File: config.mk
export PLATFORM = sky130hd
export DESIGN_NAME = ascon128_encrypt_stream_top_flat
export DESIGN_NICKNAME = d
export VERILOG_FILES = /design/src/hdl/ascon_pkg.sv /design/src/hdl/ascon_in_if.sv /design/src/hdl/ascon_out_if.sv /design/src/hdl/ascon128_encrypt_stream_top.sv /design/src/hdl/ascon_cfg.sv /design/src/hdl/ascon_ctrl.sv /design/src/hdl/ascon_dp.sv /design/src/flat_wrapper.sv
export SDC_FILE = /design/constraint.sdc
export NUM_CORES = 2
export LEC_CHECK = 0
export ABC_CLOCK_PERIOD_IN_PS = 30300
export BUFFER_PORTS_ARGS = -buffer_cell sky130_fd_sc_hd__clkbuf_2
export CORE_ASPECT_RATIO = 1.25
export CORE_UTILIZATION = 55
export CTS_BUF_LIST = sky130_fd_sc_hd__clkbuf_8
export CTS_CLUSTER_SIZE = 8
export DETAILED_ROUTE_END_ITERATION = 10
export PLACE_DENSITY_LB_ADDON = 0.15
export SLEW_MARGIN = 10
export SYNTH_ARGS = -nofsm -noshare
export SYNTH_HDL_FRONTEND = slang
export SYNTH_SLANG_ARGS = --single-unit
File: constraint.sdc
create_clock -name clk -period 30.3 [get_ports clk]
set_clock_uncertainty 0.05 [all_clocks]
set_input_delay 1.515 -clock clk [delete_from_list [all_inputs] [get_ports clk]]
set_output_delay 1.515 -clock clk [all_outputs]
set_load 0.05 [all_outputs]
File: src/hdl/ascon_pkg.sv
`default_nettype none
package ascon_pkg;

  localparam int unsigned WORD_W     = 64;
  localparam int unsigned NUM_WORDS  = 5;
  localparam int unsigned CFG_ADDR_W = 6;
  localparam int unsigned RND_IDX_W  = 4;

  localparam logic [WORD_W-1:0] IV_RESET = 64'h80400c0600000000;

  typedef logic [NUM_WORDS-1:0][WORD_W-1:0] state_t;

  // register index, taken from paddr[5:3]
  typedef enum logic [2:0] {
    REG_KEY_FIRST    = 3'd0,
    REG_KEY_SECOND   = 3'd1,
    REG_NONCE_FIRST  = 3'd2,
    REG_NONCE_SECOND = 3'd3,
    REG_INIT_VECTOR  = 3'd4
  } reg_idx_t;

  typedef struct packed {
    logic [WORD_W-1:0] key_first;
    logic [WORD_W-1:0] key_second;
    logic [WORD_W-1:0] nonce_first;
    logic [WORD_W-1:0] nonce_second;
    logic [WORD_W-1:0] init_vector;
  } cfg_t;

  // controller to datapath
  typedef struct packed {
    logic                 in_ready;
    logic                 load_init;
    logic                 round;
    logic [RND_IDX_W-1:0] rc_idx;
    logic                 key_init;
    logic                 absorb;
    logic                 emit;
  } cmd_t;

  // datapath to controller
  typedef struct packed {
    logic in_valid;
    logic in_first;
    logic in_last;
    logic out_free;
  } status_t;

  function automatic logic [7:0] round_const(input logic [RND_IDX_W-1:0] idx);
    logic [7:0] c;
    unique case (idx)
      4'd0:    c = 8'hf0;
      4'd1:    c = 8'he1;
      4'd2:    c = 8'hd2;
      4'd3:    c = 8'hc3;
      4'd4:    c = 8'hb4;
      4'd5:    c = 8'ha5;
      4'd6:    c = 8'h96;
      4'd7:    c = 8'h87;
      4'd8:    c = 8'h78;
      4'd9:    c = 8'h69;
      4'd10:   c = 8'h5a;
      4'd11:   c = 8'h4b;
      default: c = 8'h00;
    endcase
    return c;
  endfunction

  function automatic logic [WORD_W-1:0] rotr(input logic [WORD_W-1:0] v,
                                             input int unsigned n);
    return (v >> n) | (v << (WORD_W - n));
  endfunction

  // one permutation round: constant addition, S-box layer, linear layer
  function automatic state_t ascon_round(input state_t s, input logic [7:0] c);
    logic [WORD_W-1:0] x0, x1, x2, x3, x4, n0, n1, n2, n3, n4;
    state_t r;
    x0 = s[0];
    x1 = s[1];
    x2 = s[2] ^ {{(WORD_W-8){1'b0}}, c};
    x3 = s[3];
    x4 = s[4];
    x0 = x0 ^ x4;
    x4 = x4 ^ x3;
    x2 = x2 ^ x1;
    n0 = ~x0 & x1;
    n1 = ~x1 & x2;
    n2 = ~x2 & x3;
    n3 = ~x3 & x4;
    n4 = ~x4 & x0;
    x0 = x0 ^ n1;
    x1 = x1 ^ n2;
    x2 = x2 ^ n3;
    x3 = x3 ^ n4;
    x4 = x4 ^ n0;
    x1 = x1 ^ x0;
    x0 = x0 ^ x4;
    x3 = x3 ^ x2;
    x2 = ~x2;
    r[0] = x0 ^ rotr(x0, 19) ^ rotr(x0, 28);
    r[1] = x1 ^ rotr(x1, 61) ^ rotr(x1, 39);
    r[2] = x2 ^ rotr(x2, 1)  ^ rotr(x2, 6);
    r[3] = x3 ^ rotr(x3, 10) ^ rotr(x3, 17);
    r[4] = x4 ^ rotr(x4, 7)  ^ rotr(x4, 41);
    return r;
  endfunction

endpackage
`default_nettype wire

File: src/hdl/ascon_in_if.sv
`default_nettype none
interface ascon_in_if;
  import ascon_pkg::*;

  logic              valid;
  logic              ready;
  logic [WORD_W-1:0] plaintext_word;
  logic              first_block;
  logic              last_block;

  modport source (output valid, output plaintext_word, output first_block,
                  output last_block, input ready);
  modport sink   (input valid, input plaintext_word, input first_block,
                  input last_block, output ready);
endinterface
`default_nettype wire

File: src/hdl/ascon_out_if.sv
`default_nettype none
interface ascon_out_if;
  import ascon_pkg::*;

  logic              valid;
  logic              ready;
  logic [WORD_W-1:0] ciphertext_word;
  logic              tag_valid;
  logic [WORD_W-1:0] tag_first;
  logic [WORD_W-1:0] tag_second;

  modport source (output valid, output ciphertext_word, output tag_valid,
                  output tag_first, output tag_second, input ready);
  modport sink   (input valid, input ciphertext_word, input tag_valid,
                  input tag_first, input tag_second, output ready);
endinterface
`default_nettype wire

File: src/hdl/ascon128_encrypt_stream_top.sv
`default_nettype none
// Ascon-128 stream encryption, one 64-bit word per item, one round per cycle.
// Middle word: accept, absorb, 6 rounds, result load. The first word adds
// 12 rounds and a key step; the last word runs 12 rounds instead of 6.
// Reset (rst_n low, synchronous): controller idle, no open message, output
// empty, key and nonce registers zero, IV register 0x80400c0600000000.
module ascon128_encrypt_stream_top (
  input  wire                              clk,
  input  wire                              rst_n,
  ascon_in_if.sink                         in_chan,
  ascon_out_if.source                      out_chan,
  input  wire                              psel,
  input  wire                              penable,
  input  wire                              pwrite,
  input  wire  [ascon_pkg::CFG_ADDR_W-1:0] paddr,
  input  wire  [ascon_pkg::WORD_W-1:0]     pwdata,
  output logic [ascon_pkg::WORD_W-1:0]     prdata,
  output logic                             pready
);
  import ascon_pkg::*;

  cfg_t    cfg;
  cmd_t    cmd;
  status_t st;

  // Register file: 64-bit registers at byte address 8*index.
  ascon_cfg u_cfg (
    .clk     (clk),
    .rst_n   (rst_n),
    .psel    (psel),
    .penable (penable),
    .pwrite  (pwrite),
    .paddr   (paddr),
    .pwdata  (pwdata),
    .prdata  (prdata),
    .pready  (pready),
    .cfg     (cfg)
  );

  // Sequencer: init rounds, key step, absorb, block or final rounds, result load.
  // It also tracks whether a message is open; a word with no open message
  // starts one just like a first word.
  ascon_ctrl u_ctrl (
    .clk   (clk),
    .rst_n (rst_n),
    .st    (st),
    .cmd   (cmd)
  );

  // Datapath: five-word state, shared round unit, output register. The
  // output register lets a result wait while the next word is worked on.
  ascon_dp u_dp (
    .clk      (clk),
    .rst_n    (rst_n),
    .cfg      (cfg),
    .cmd      (cmd),
    .st       (st),
    .in_chan  (in_chan),
    .out_chan (out_chan)
  );

endmodule
`default_nettype wire

File: src/hdl/ascon_cfg.sv
`default_nettype none
module ascon_cfg (
  input  wire                              clk,
  input  wire                              rst_n,
  input  wire                              psel,
  input  wire                              penable,
  input  wire                              pwrite,
  input  wire  [ascon_pkg::CFG_ADDR_W-1:0] paddr,
  input  wire  [ascon_pkg::WORD_W-1:0]     pwdata,
  output logic [ascon_pkg::WORD_W-1:0]     prdata,
  output logic                             pready,
  output ascon_pkg::cfg_t                  cfg
);
  import ascon_pkg::*;

  cfg_t       cfg_r;
  logic [2:0] idx;
  logic       wr_en;

  assign pready = 1'b1;
  assign idx    = paddr[CFG_ADDR_W-1:3];
  assign wr_en  = psel & penable & pwrite & pready;
  assign cfg    = cfg_r;

  always_ff @(posedge clk) begin
    if (!rst_n) begin
      cfg_r.key_first    <= '0;
      cfg_r.key_second   <= '0;
      cfg_r.nonce_first  <= '0;
      cfg_r.nonce_second <= '0;
      cfg_r.init_vector  <= IV_RESET;
    end else if (wr_en) begin
      unique case (idx)
        REG_KEY_FIRST:    cfg_r.key_first    <= pwdata;
        REG_KEY_SECOND:   cfg_r.key_second   <= pwdata;
        REG_NONCE_FIRST:  cfg_r.nonce_first  <= pwdata;
        REG_NONCE_SECOND: cfg_r.nonce_second <= pwdata;
        REG_INIT_VECTOR:  cfg_r.init_vector  <= pwdata;
        default: ;
      endcase
    end
  end

  always_comb begin
    unique case (idx)
      REG_KEY_FIRST:    prdata = cfg_r.key_first;
      REG_KEY_SECOND:   prdata = cfg_r.key_second;
      REG_NONCE_FIRST:  prdata = cfg_r.nonce_first;
      REG_NONCE_SECOND: prdata = cfg_r.nonce_second;
      REG_INIT_VECTOR:  prdata = cfg_r.init_vector;
      default:          prdata = '0;
    endcase
  end

endmodule
`default_nettype wire

File: src/hdl/ascon_ctrl.sv
`default_nettype none
module ascon_ctrl (
  input  wire                  clk,
  input  wire                  rst_n,
  input  ascon_pkg::status_t   st,
  output ascon_pkg::cmd_t      cmd
);
  import ascon_pkg::*;

  localparam logic [RND_IDX_W-1:0] LAST_RND = RND_IDX_W'(11);
  localparam logic [RND_IDX_W-1:0] PB_START = RND_IDX_W'(6);

  typedef enum logic [2:0] {
    S_IDLE,
    S_INIT_RND,
    S_INIT_KEY,
    S_ABSORB,
    S_RND,
    S_EMIT
  } ctrl_state_t;

  ctrl_state_t          state_r, state_nxt;
  logic [RND_IDX_W-1:0] cnt_r, cnt_nxt;
  logic                 in_msg_r, in_msg_nxt;
  logic                 last_r, last_nxt;

  always_ff @(posedge clk) begin
    if (!rst_n) begin
      state_r  <= S_IDLE;
      cnt_r    <= '0;
      in_msg_r <= 1'b0;
      last_r   <= 1'b0;
    end else begin
      state_r  <= state_nxt;
      cnt_r    <= cnt_nxt;
      in_msg_r <= in_msg_nxt;
      last_r   <= last_nxt;
    end
  end

  always_comb begin
    cmd        = '0;
    state_nxt  = state_r;
    cnt_nxt    = cnt_r;
    in_msg_nxt = in_msg_r;
    last_nxt   = last_r;
    cmd.rc_idx = cnt_r;
    unique case (state_r)
      S_IDLE: begin
        cmd.in_ready = 1'b1;
        if (st.in_valid) begin
          last_nxt = st.in_last;
          if (st.in_first || !in_msg_r) begin
            cmd.load_init = 1'b1;
            in_msg_nxt    = 1'b1;
            cnt_nxt       = '0;
            state_nxt     = S_INIT_RND;
          end else begin
            state_nxt = S_ABSORB;
          end
        end
      end
      S_INIT_RND: begin
        cmd.round = 1'b1;
        if (cnt_r == LAST_RND) begin
          state_nxt = S_INIT_KEY;
        end else begin
          cnt_nxt = cnt_r + 1'b1;
        end
      end
      S_INIT_KEY: begin
        cmd.key_init = 1'b1;
        state_nxt    = S_ABSORB;
      end
      S_ABSORB: begin
        cmd.absorb = 1'b1;
        cnt_nxt    = last_r ? '0 : PB_START;
        state_nxt  = S_RND;
      end
      S_RND: begin
        cmd.round = 1'b1;
        if (cnt_r == LAST_RND) begin
          state_nxt = S_EMIT;
        end else begin
          cnt_nxt = cnt_r + 1'b1;
        end
      end
      S_EMIT: begin
        // hold until the output register is free
        if (st.out_free) begin
          cmd.emit  = 1'b1;
          state_nxt = S_IDLE;
          if (last_r) begin
            in_msg_nxt = 1'b0;
          end
        end
      end
      default: state_nxt = S_IDLE;
    endcase
  end

endmodule
`default_nettype wire

File: src/hdl/ascon_dp.sv
`default_nettype none
module ascon_dp (
  input  wire                  clk,
  input  wire                  rst_n,
  input  ascon_pkg::cfg_t      cfg,
  input  ascon_pkg::cmd_t      cmd,
  output ascon_pkg::status_t   st,
  ascon_in_if.sink             in_chan,
  ascon_out_if.source          out_chan
);
  import ascon_pkg::*;

  state_t            s_r;
  logic [WORD_W-1:0] pt_r;
  logic              last_r;
  logic [WORD_W-1:0] ct_r;
  logic              out_valid_r;
  logic [WORD_W-1:0] out_ct_r, out_tag0_r, out_tag1_r;
  logic              out_tagv_r;
  logic              in_acc;
  logic [WORD_W-1:0] ct_new;
  state_t            rnd_out;

  assign in_chan.ready = cmd.in_ready;
  assign in_acc        = in_chan.valid & cmd.in_ready;
  assign ct_new        = pt_r ^ s_r[0];
  assign rnd_out       = ascon_round(s_r, round_const(cmd.rc_idx));

  assign st.in_valid = in_chan.valid;
  assign st.in_first = in_chan.first_block;
  assign st.in_last  = in_chan.last_block;
  assign st.out_free = ~out_valid_r | out_chan.ready;

  always_ff @(posedge clk) begin
    if (in_acc) begin
      pt_r   <= in_chan.plaintext_word;
      last_r <= in_chan.last_block;
    end
    if (cmd.load_init) begin
      s_r <= {cfg.nonce_second, cfg.nonce_first, cfg.key_second,
              cfg.key_first, cfg.init_vector};
    end else if (cmd.round) begin
      s_r <= rnd_out;
    end else if (cmd.key_init) begin
      s_r[3] <= s_r[3] ^ cfg.key_first;
      s_r[4] <= s_r[4] ^ cfg.key_second ^ {{(WORD_W-1){1'b0}}, 1'b1};
    end else if (cmd.absorb) begin
      s_r[0] <= ct_new;
      ct_r   <= ct_new;
      if (last_r) begin
        s_r[1] <= s_r[1] ^ cfg.key_first;
        s_r[2] <= s_r[2] ^ cfg.key_second;
      end
    end
    if (cmd.emit) begin
      out_ct_r   <= ct_r;
      out_tagv_r <= last_r;
      out_tag0_r <= last_r ? (s_r[3] ^ cfg.key_first)  : '0;
      out_tag1_r <= last_r ? (s_r[4] ^ cfg.key_second) : '0;
    end
  end

  always_ff @(posedge clk) begin
    if (!rst_n) begin
      out_valid_r <= 1'b0;
    end else if (cmd.emit) begin
      out_valid_r <= 1'b1;
    end else if (out_chan.ready) begin
      out_valid_r <= 1'b0;
    end
  end

  assign out_chan.valid           = out_valid_r;
  assign out_chan.ciphertext_word = out_ct_r;
  assign out_chan.tag_valid       = out_tagv_r;
  assign out_chan.tag_first       = out_tag0_r;
  assign out_chan.tag_second      = out_tag1_r;

endmodule
`default_nettype wire

File: src/flat_wrapper.sv
// flat-port wrapper written by rule: the top's interface ports become plain ports
module ascon128_encrypt_stream_top_flat import ascon_pkg::*;
  (clk, rst_n, psel, penable, pwrite, paddr, pwdata, prdata, pready, in_chan_valid, in_chan_plaintext_word, in_chan_first_block, in_chan_last_block, in_chan_ready, out_chan_valid, out_chan_ciphertext_word, out_chan_tag_valid, out_chan_tag_first, out_chan_tag_second, out_chan_ready);
  ascon_in_if in_chan_i ();
  ascon_out_if out_chan_i ();
  input  wire clk;
  input  wire rst_n;
  input  wire psel;
  input  wire penable;
  input  wire pwrite;
  input  wire  [ascon_pkg::CFG_ADDR_W-1:0] paddr;
  input  wire  [ascon_pkg::WORD_W-1:0] pwdata;
  output logic [ascon_pkg::WORD_W-1:0] prdata;
  output logic pready;
  input wire logic [$bits(in_chan_i.valid)-1:0] in_chan_valid;
  input wire logic [$bits(in_chan_i.plaintext_word)-1:0] in_chan_plaintext_word;
  input wire logic [$bits(in_chan_i.first_block)-1:0] in_chan_first_block;
  input wire logic [$bits(in_chan_i.last_block)-1:0] in_chan_last_block;
  output wire logic [$bits(in_chan_i.ready)-1:0] in_chan_ready;
  output wire logic [$bits(out_chan_i.valid)-1:0] out_chan_valid;
  output wire logic [$bits(out_chan_i.ciphertext_word)-1:0] out_chan_ciphertext_word;
  output wire logic [$bits(out_chan_i.tag_valid)-1:0] out_chan_tag_valid;
  output wire logic [$bits(out_chan_i.tag_first)-1:0] out_chan_tag_first;
  output wire logic [$bits(out_chan_i.tag_second)-1:0] out_chan_tag_second;
  input wire logic [$bits(out_chan_i.ready)-1:0] out_chan_ready;
  assign in_chan_i.valid = in_chan_valid;
  assign in_chan_i.plaintext_word = in_chan_plaintext_word;
  assign in_chan_i.first_block = in_chan_first_block;
  assign in_chan_i.last_block = in_chan_last_block;
  assign in_chan_ready = in_chan_i.ready;
  assign out_chan_valid = out_chan_i.valid;
  assign out_chan_ciphertext_word = out_chan_i.ciphertext_word;
  assign out_chan_tag_valid = out_chan_i.tag_valid;
  assign out_chan_tag_first = out_chan_i.tag_first;
  assign out_chan_tag_second = out_chan_i.tag_second;
  assign out_chan_i.ready = out_chan_ready;
  ascon128_encrypt_stream_top u_core (.clk(clk), .rst_n(rst_n), .in_chan(in_chan_i), .out_chan(out_chan_i), .psel(psel), .penable(penable), .pwrite(pwrite), .paddr(paddr), .pwdata(pwdata), .prdata(prdata), .pready(pready));
endmodule
# [Yosys cells after proc, flatten, opt, wreduce, memory -nomap -nowiden]
# Memory sizes are Yosys's and may differ from the RTL's. A register that Yosys moved wholly into a read port is not among the register bits.
# Index checks and enable logic that the tools add are counted.
[totals] ff_bits=972 latchBits=0 ram_bits=0 mem_bits_ro=128 inputBits=143 elab_cells=157 memories=1
[mem_list] memory="(no name shown)" words=16 word_bits=8 read_ports=1 rd_ports_with_merged_regs=1 wr=0 line="ascon_pkg.sv:51" source="unique case (idx)"
[op_classes] n_addsub=1 mul=0 div_mod_pow=0 magnitude_cmp=0 n_eq_ne=18 shift=0 mux=35 bitwise_logic=57 reduce_logical=23
[ops] op="$xor A64 B64 Y64" count=26
[ops] op="$mux W320" count=2
[ops] op="$mux W192" count=2
[ops] op="$not A64 Y64" count=6
[ops] op="$and A64 B64 Y64" count=5
[ops] op="$pmux W64 S5" count=1
[ops] op="$mux W128" count=2
[ops] op="$or A23 B64 Y64" count=1
[ops] op="$or A25 B64 Y64" count=1
[ops] op="$or A3 B64 Y64" count=1
[ops] op="$or A36 B64 Y64" count=1
[ops] op="$or A45 B64 Y64" count=1
[ops] op="$or A47 B64 Y64" count=1
[ops] op="$or A54 B64 Y64" count=1
[ops] op="$or A57 B64 Y64" count=1
[ops] op="$or A58 B64 Y64" count=1
[ops] op="$or A63 B64 Y64" count=1
[ops] op="$xor A64 B8 Y64" count=1
[ops] op="$mux W4" count=5
[ops] op="$pmux W3 S6" count=1
[ops] op="$mux W3" count=5
[ops] op="$reduce_and A2 Y1" count=7
[ops] op="$mux W1" count=13
[ops] op="$eq A3 B2 Y1 const B" count=4
[ops] op="other kinds (22)" count=44

# [Depth between registers and ports, before layout]
[logic_depth] depth_word=11 ltp_mapped=9 depth_no_buf=7

# [By module]
# A second synthesis with hierarchy kept.
[unflattened] hier_cells=5433 area_unflattened_um2=59464.5
[modules_own_cells] module="ascon_dp" n_inst=1 cells_per_inst=3928 area_each_um2=44766.7 seq_area_each_um2=19298.5
[modules_own_cells] module="ascon_cfg" n_inst=1 cells_per_inst=1434 area_each_um2=14084.8 seq_area_each_um2=6406.1
[modules_own_cells] module="ascon_ctrl" n_inst=1 cells_per_inst=71 area_each_um2=613.1 seq_area_each_um2=180.2

# [Worst setup path before layout]
# Ideal clock, no wire load.
[synth_timing] path_type="input to register" start="input port out_chan_ready" end="register u_core.u_dp.out_ct_r[0] (netlist: u_core.u_dp.out_chan.ciphertext_word[0]), enable pin" arrival_time_ps=10145 required_time_ps=29477 slack_ps=19332 stages=2 path_buffers=0 cell_sequence="nand2b_1 > nor2b_1"
[synth_rtl] element="from (decl)" line="flat_wrapper.sv:25" source="input wire logic [$bits(out_chan_i.ready)-1:0] out_chan_ready;"
[synth_rtl] element="to (signal assigned)" line="ascon_dp.sv:56" source="out_ct_r <= ct_r;"
[synth_rtl] element="to (decl)" line="ascon_dp.sv:18" source="logic [WORD_W-1:0] out_ct_r, out_tag0_r, out_tag1_r;"

# [Final worst setup path]
[layout_timing] start="input port paddr[5] (netlist bit)" end="output port prdata[9] (netlist bit)"
[layout_between] elab_chain_cells=2 word_cells_on_any_way=6 classes_between="4 x eq/ne; 1 x mux; 1 x reduce/logical"
[layout_rtl] element="from (decl)" line="flat_wrapper.sv:11" source="input wire [ascon_pkg::CFG_ADDR_W-1:0] paddr;"
[layout_rtl] element="$eq A3 B3 Y1, or another cell as far along" line="ascon_cfg.sv:45" source="unique case (idx)"
[layout_rtl] element="$pmux W64 S5 *" line="ascon_cfg.sv:45"
[layout_rtl] element="to (decl)" line="flat_wrapper.sv:13" source="output logic [ascon_pkg::WORD_W-1:0] prdata;"
# Every way passes the cells marked *; elsewhere a longest branch is shown, timed or not.

==> flow_metrics.env <==
export IMPL_dp_hpwl_um=194000
export IMPL_grtUsageTotal_pct=44.6
export IMPL_clkTransAtPathRegs_ps=60
export IMPL_antenna_found_initial=22
export IMPL_critPathArrivalTime_ps=4380
export IMPL_ff2ff_setup_slack_ps=25840
export IMPL_nFillCells=9350
export IMPL_cts_tree="built"
export IMPL_placeableCoreArea_um2=112000
export IMPL_drive_gt1_share_pct=14.0
export IMPL_hold_buffers=0
export IMPL_grt_pass1_vias=47100
export IMPL_synth_top_cell_by_area="edfxtp_1"
export IMPL_slew_headroom_pct=11.0
export IMPL_crit_path_frequent_cell="buf_4"
export IMPL_syn_to_final_growth_pct=9.96
export IMPL_hold_viol=0
export IMPL_status="completed"
export IMPL_crit_path_end_kind="output port"
export IMPL_drt_first_pass_iters=6
export IMPL_drc=0
export IMPL_cts_sinks=980
export IMPL_cp_start_kind="input pin"
export IMPL_layout_min_cycle_time_ps=5950
export IMPL_fp_dieH_um=377
export IMPL_criticalPathCategory="in -> out"
export IMPL_hold_end="u_core.u_dp.out_chan.ciphertext_word[59]"
export IMPL_grt_met1_usage_pct=56.6
export IMPL_multiInputGateArea_um2=33600
export IMPL_insertion_delay_ps=950
export IMPL_rows=137
export IMPL_htreeDepth=4
export IMPL_grt_overflow=0
export IMPL_slew_violations=0
export IMPL_grt_busiest_layer="met2"
export IMPL_cp_startpoint="paddr[5]"
export IMPL_cts_buffers=162
export IMPL_tns_ps=0
export IMPL_ys_ff_latch=980
export IMPL_yosysWarnings=0
export IMPL_io_buffer_count=398
export IMPL_place_gp_congestion=1.20
export IMPL_path_cells="buf_4 -> nor2b_4 -> buf_4 -> buf_4 -> a22oi_1 -> o22ai_1 -> clkbuf_2"
export IMPL_required_ps=28740
export IMPL_ctsResizeCount=0
export IMPL_grt_pass1_wl_um=355000
export IMPL_initial_core_util_pct=55.5
export IMPL_rsz0062_at_grt="no"
export IMPL_synth_area_leaders="edfxtp_1 (31%), dfxtp_1 (11%), xnor3_1 (8.5%)"
export IMPL_cap_violations=0
export IMPL_seq_area_um2=26000
export IMPL_path_max_fanout=36
export IMPL_grt_use_met3_pct=10.8
export IMPL_synth_flop_cell="edfxtp_1"
export IMPL_r2r_start="u_core.u_ctrl.state_r[0]"
export IMPL_synth_edf_count=642
export IMPL_grt_max_degree=153
export IMPL_rr_worst_depth=6
export IMPL_yosysUniqueCellTypes=77
export IMPL_postRouteWirelength_um=257000
export IMPL_cts_setup_buffers=0
export IMPL_cts_root_buf="clkbuf_8"
export IMPL_synth_top_area_share_pct=31.1
export IMPL_hold_path_startpoint="u_core.u_dp.ct_r[59]"
export IMPL_worst_pin_slew_ps=1330
export IMPL_slowest_stage="buf_4"
export IMPL_hp_class="reg -> reg"
export IMPL_syn_instance_count=6129
export IMPL_die_area_um2=114000
export IMPL_setup_viol=0
export IMPL_io_pins=403
export IMPL_vias_per_cell=6.43
export IMPL_async_flop_share_pct=0
export IMPL_finalCritPeriodShare_pct=19.6
export IMPL_timing_fmax_ghz=0.168
export IMPL_wl_per_cell_um=32.1
export IMPL_finalNetCount=6665
export IMPL_max_stage_delay_ps=610
export IMPL_clockBufferDepth=3
export IMPL_syn_cell_area_um2=61900
export IMPL_regToRegEndpoint="u_core.u_dp.s_r[106]"
export IMPL_vias=51400
export IMPL_synth_area_per_cell_um2=10.1
export IMPL_synth_seq_area_share_pct=42.1
export IMPL_grt_use_met2_pct=66.6
export IMPL_ant_nets=0
export IMPL_hold_depth=0
export IMPL_fp_dieW_um=302
export IMPL_drtIter0Drc=7221
export IMPL_syn_nets=6401
==> stage by stage <==
stage               worst slack (ps)  instance area, um^2  hold WS, ps  instances  util (%)
finish                         24350                68100          362       7999      61.0
detailed placement             24520                64800          355       7687      58.1
CTS                            24510                68000          363       7991      61.0
global placement               24540                64800          351       7687      58.1
floorplan                      19330                61900          350       6129         -
global route                   24330                68100          374       7994      61.0
==> Yosys cell counts (131+ instances only) <==
library cell	count
a21oi_1	722
buf_2	174
clkbuf_1	196
dfxtp_1	338
edfxtp_1	642
inv_1	166
nand2_1	914
nand3_1	216
nor2_1	131
o21ai_0	305
xnor2_1	434
xnor3_1	233
xor2_1	260
==> how the worst max path moves through the flow <==
stage / to / slack, ps / cells past startpoint
after global placement: prdata[9] / 24540 / 7
after floorplan: u_core.u_dp.out_chan.ciphertext_word[0] / 19330 / 2
after global routing: prdata[9] / 24330 / 7
after detailed placement: prdata[9] / 24520 / 7
final: prdata[9] / 24350 / 7
after CTS: prdata[9] / 24510 / 7
==> placed cells by master (no fill, tap or decap), types with 29 or more instances in the layout <==
master    netlist  routed
a21oi_1       722     722
dfxtp_1       338     338
xnor2_2        38      39
nand2_1       914     911
xnor2_1       434     433
nor2b_1       108     105
nor3_1         48      46
inv_1         166     248
xor2_1        260     260
nand3_1       216     214
mux2_2         63      63
a22oi_1       126     126
clkbuf_8        0     183
and3_1         32      29
buf_4          10      93
clkbuf_2        0     395
and2_1         55      54
nor4_1         45      45
nor3b_1        65      65
xnor3_1       233     233
a21boi_0       32      32
nor2_1        131     128
or2_2          55      55
o21ai_0       305     305
nand4b_1       45      45
or3_1          86      86
o211ai_1       80      80
ha_1          129     129
xor3_1         60      60
o22ai_1        82      82
edfxtp_1      642     642
==> logic make-up (layout without fill, tap and decap cells) <==
group                      Yosys count  in the layout  share of synthesized area [%]
AOI/OAI and AO/OA                 1497           1497                           13.9
xor gates and xnor gates          1026           1026                           21.6
adders and majority gates          159            159                           3.10
buffers and inverters              558            962                           3.82
DFF                                980            980                           42.1
muxes                               74             74                           1.34
other                                1              8                        0.00606
and+or+nand+nor                   1834           1834                           14.2
==> worst max-delay path, delay by kind of cell <==
family / cells / cell delay, ps
buffers and inverters: 4 / 2060
AO/OA/AOI/OAI: 2 / 500
AND/OR/NAND/NOR: 1 / 270
==> area by class of cell <==
| class | instances | share of cell area (%) |
|---|---|---|
| antenna | 7 | 0.0257 |
| clock buffer | 183 | 3.70 |
| clock inverter | 121 | 1.03 |
| inverter | 168 | 0.937 |
| multi-input combinational | 4591 | 49.4 |
| sequential | 980 | 38.3 |
| tap | 1459 | 2.68 |
| timing repair buffer | 490 | 3.97 |
==> flip-flops by register name (all words and copies together) (netlist names), 3 cells and up, named ones only <==
signal / count
u_core.u_dp.s_r: 320
u_core.u_dp.out_chan.tag_first: 64
u_core.u_dp.out_chan.tag_second: 64
u_core.u_ctrl.cnt_r: 4
u_core.u_ctrl.state_r: 3
u_core.u_cfg.cfg: 320
u_core.u_dp.out_chan.ciphertext_word: 64
u_core.u_dp.pt_r: 64
u_core.u_dp.ct_r: 64
==> layer usage <==
metal	part of all wire [%]	up-vias
met5	0.043	-
met4	8.3	16
met3	11	709
met2	43	3404
met1	37	24900
li1	-	22400
Power is left out: the tool's default activity adds up to more than one toggle a clock period on the data nets, which glitch-free logic cannot reach.
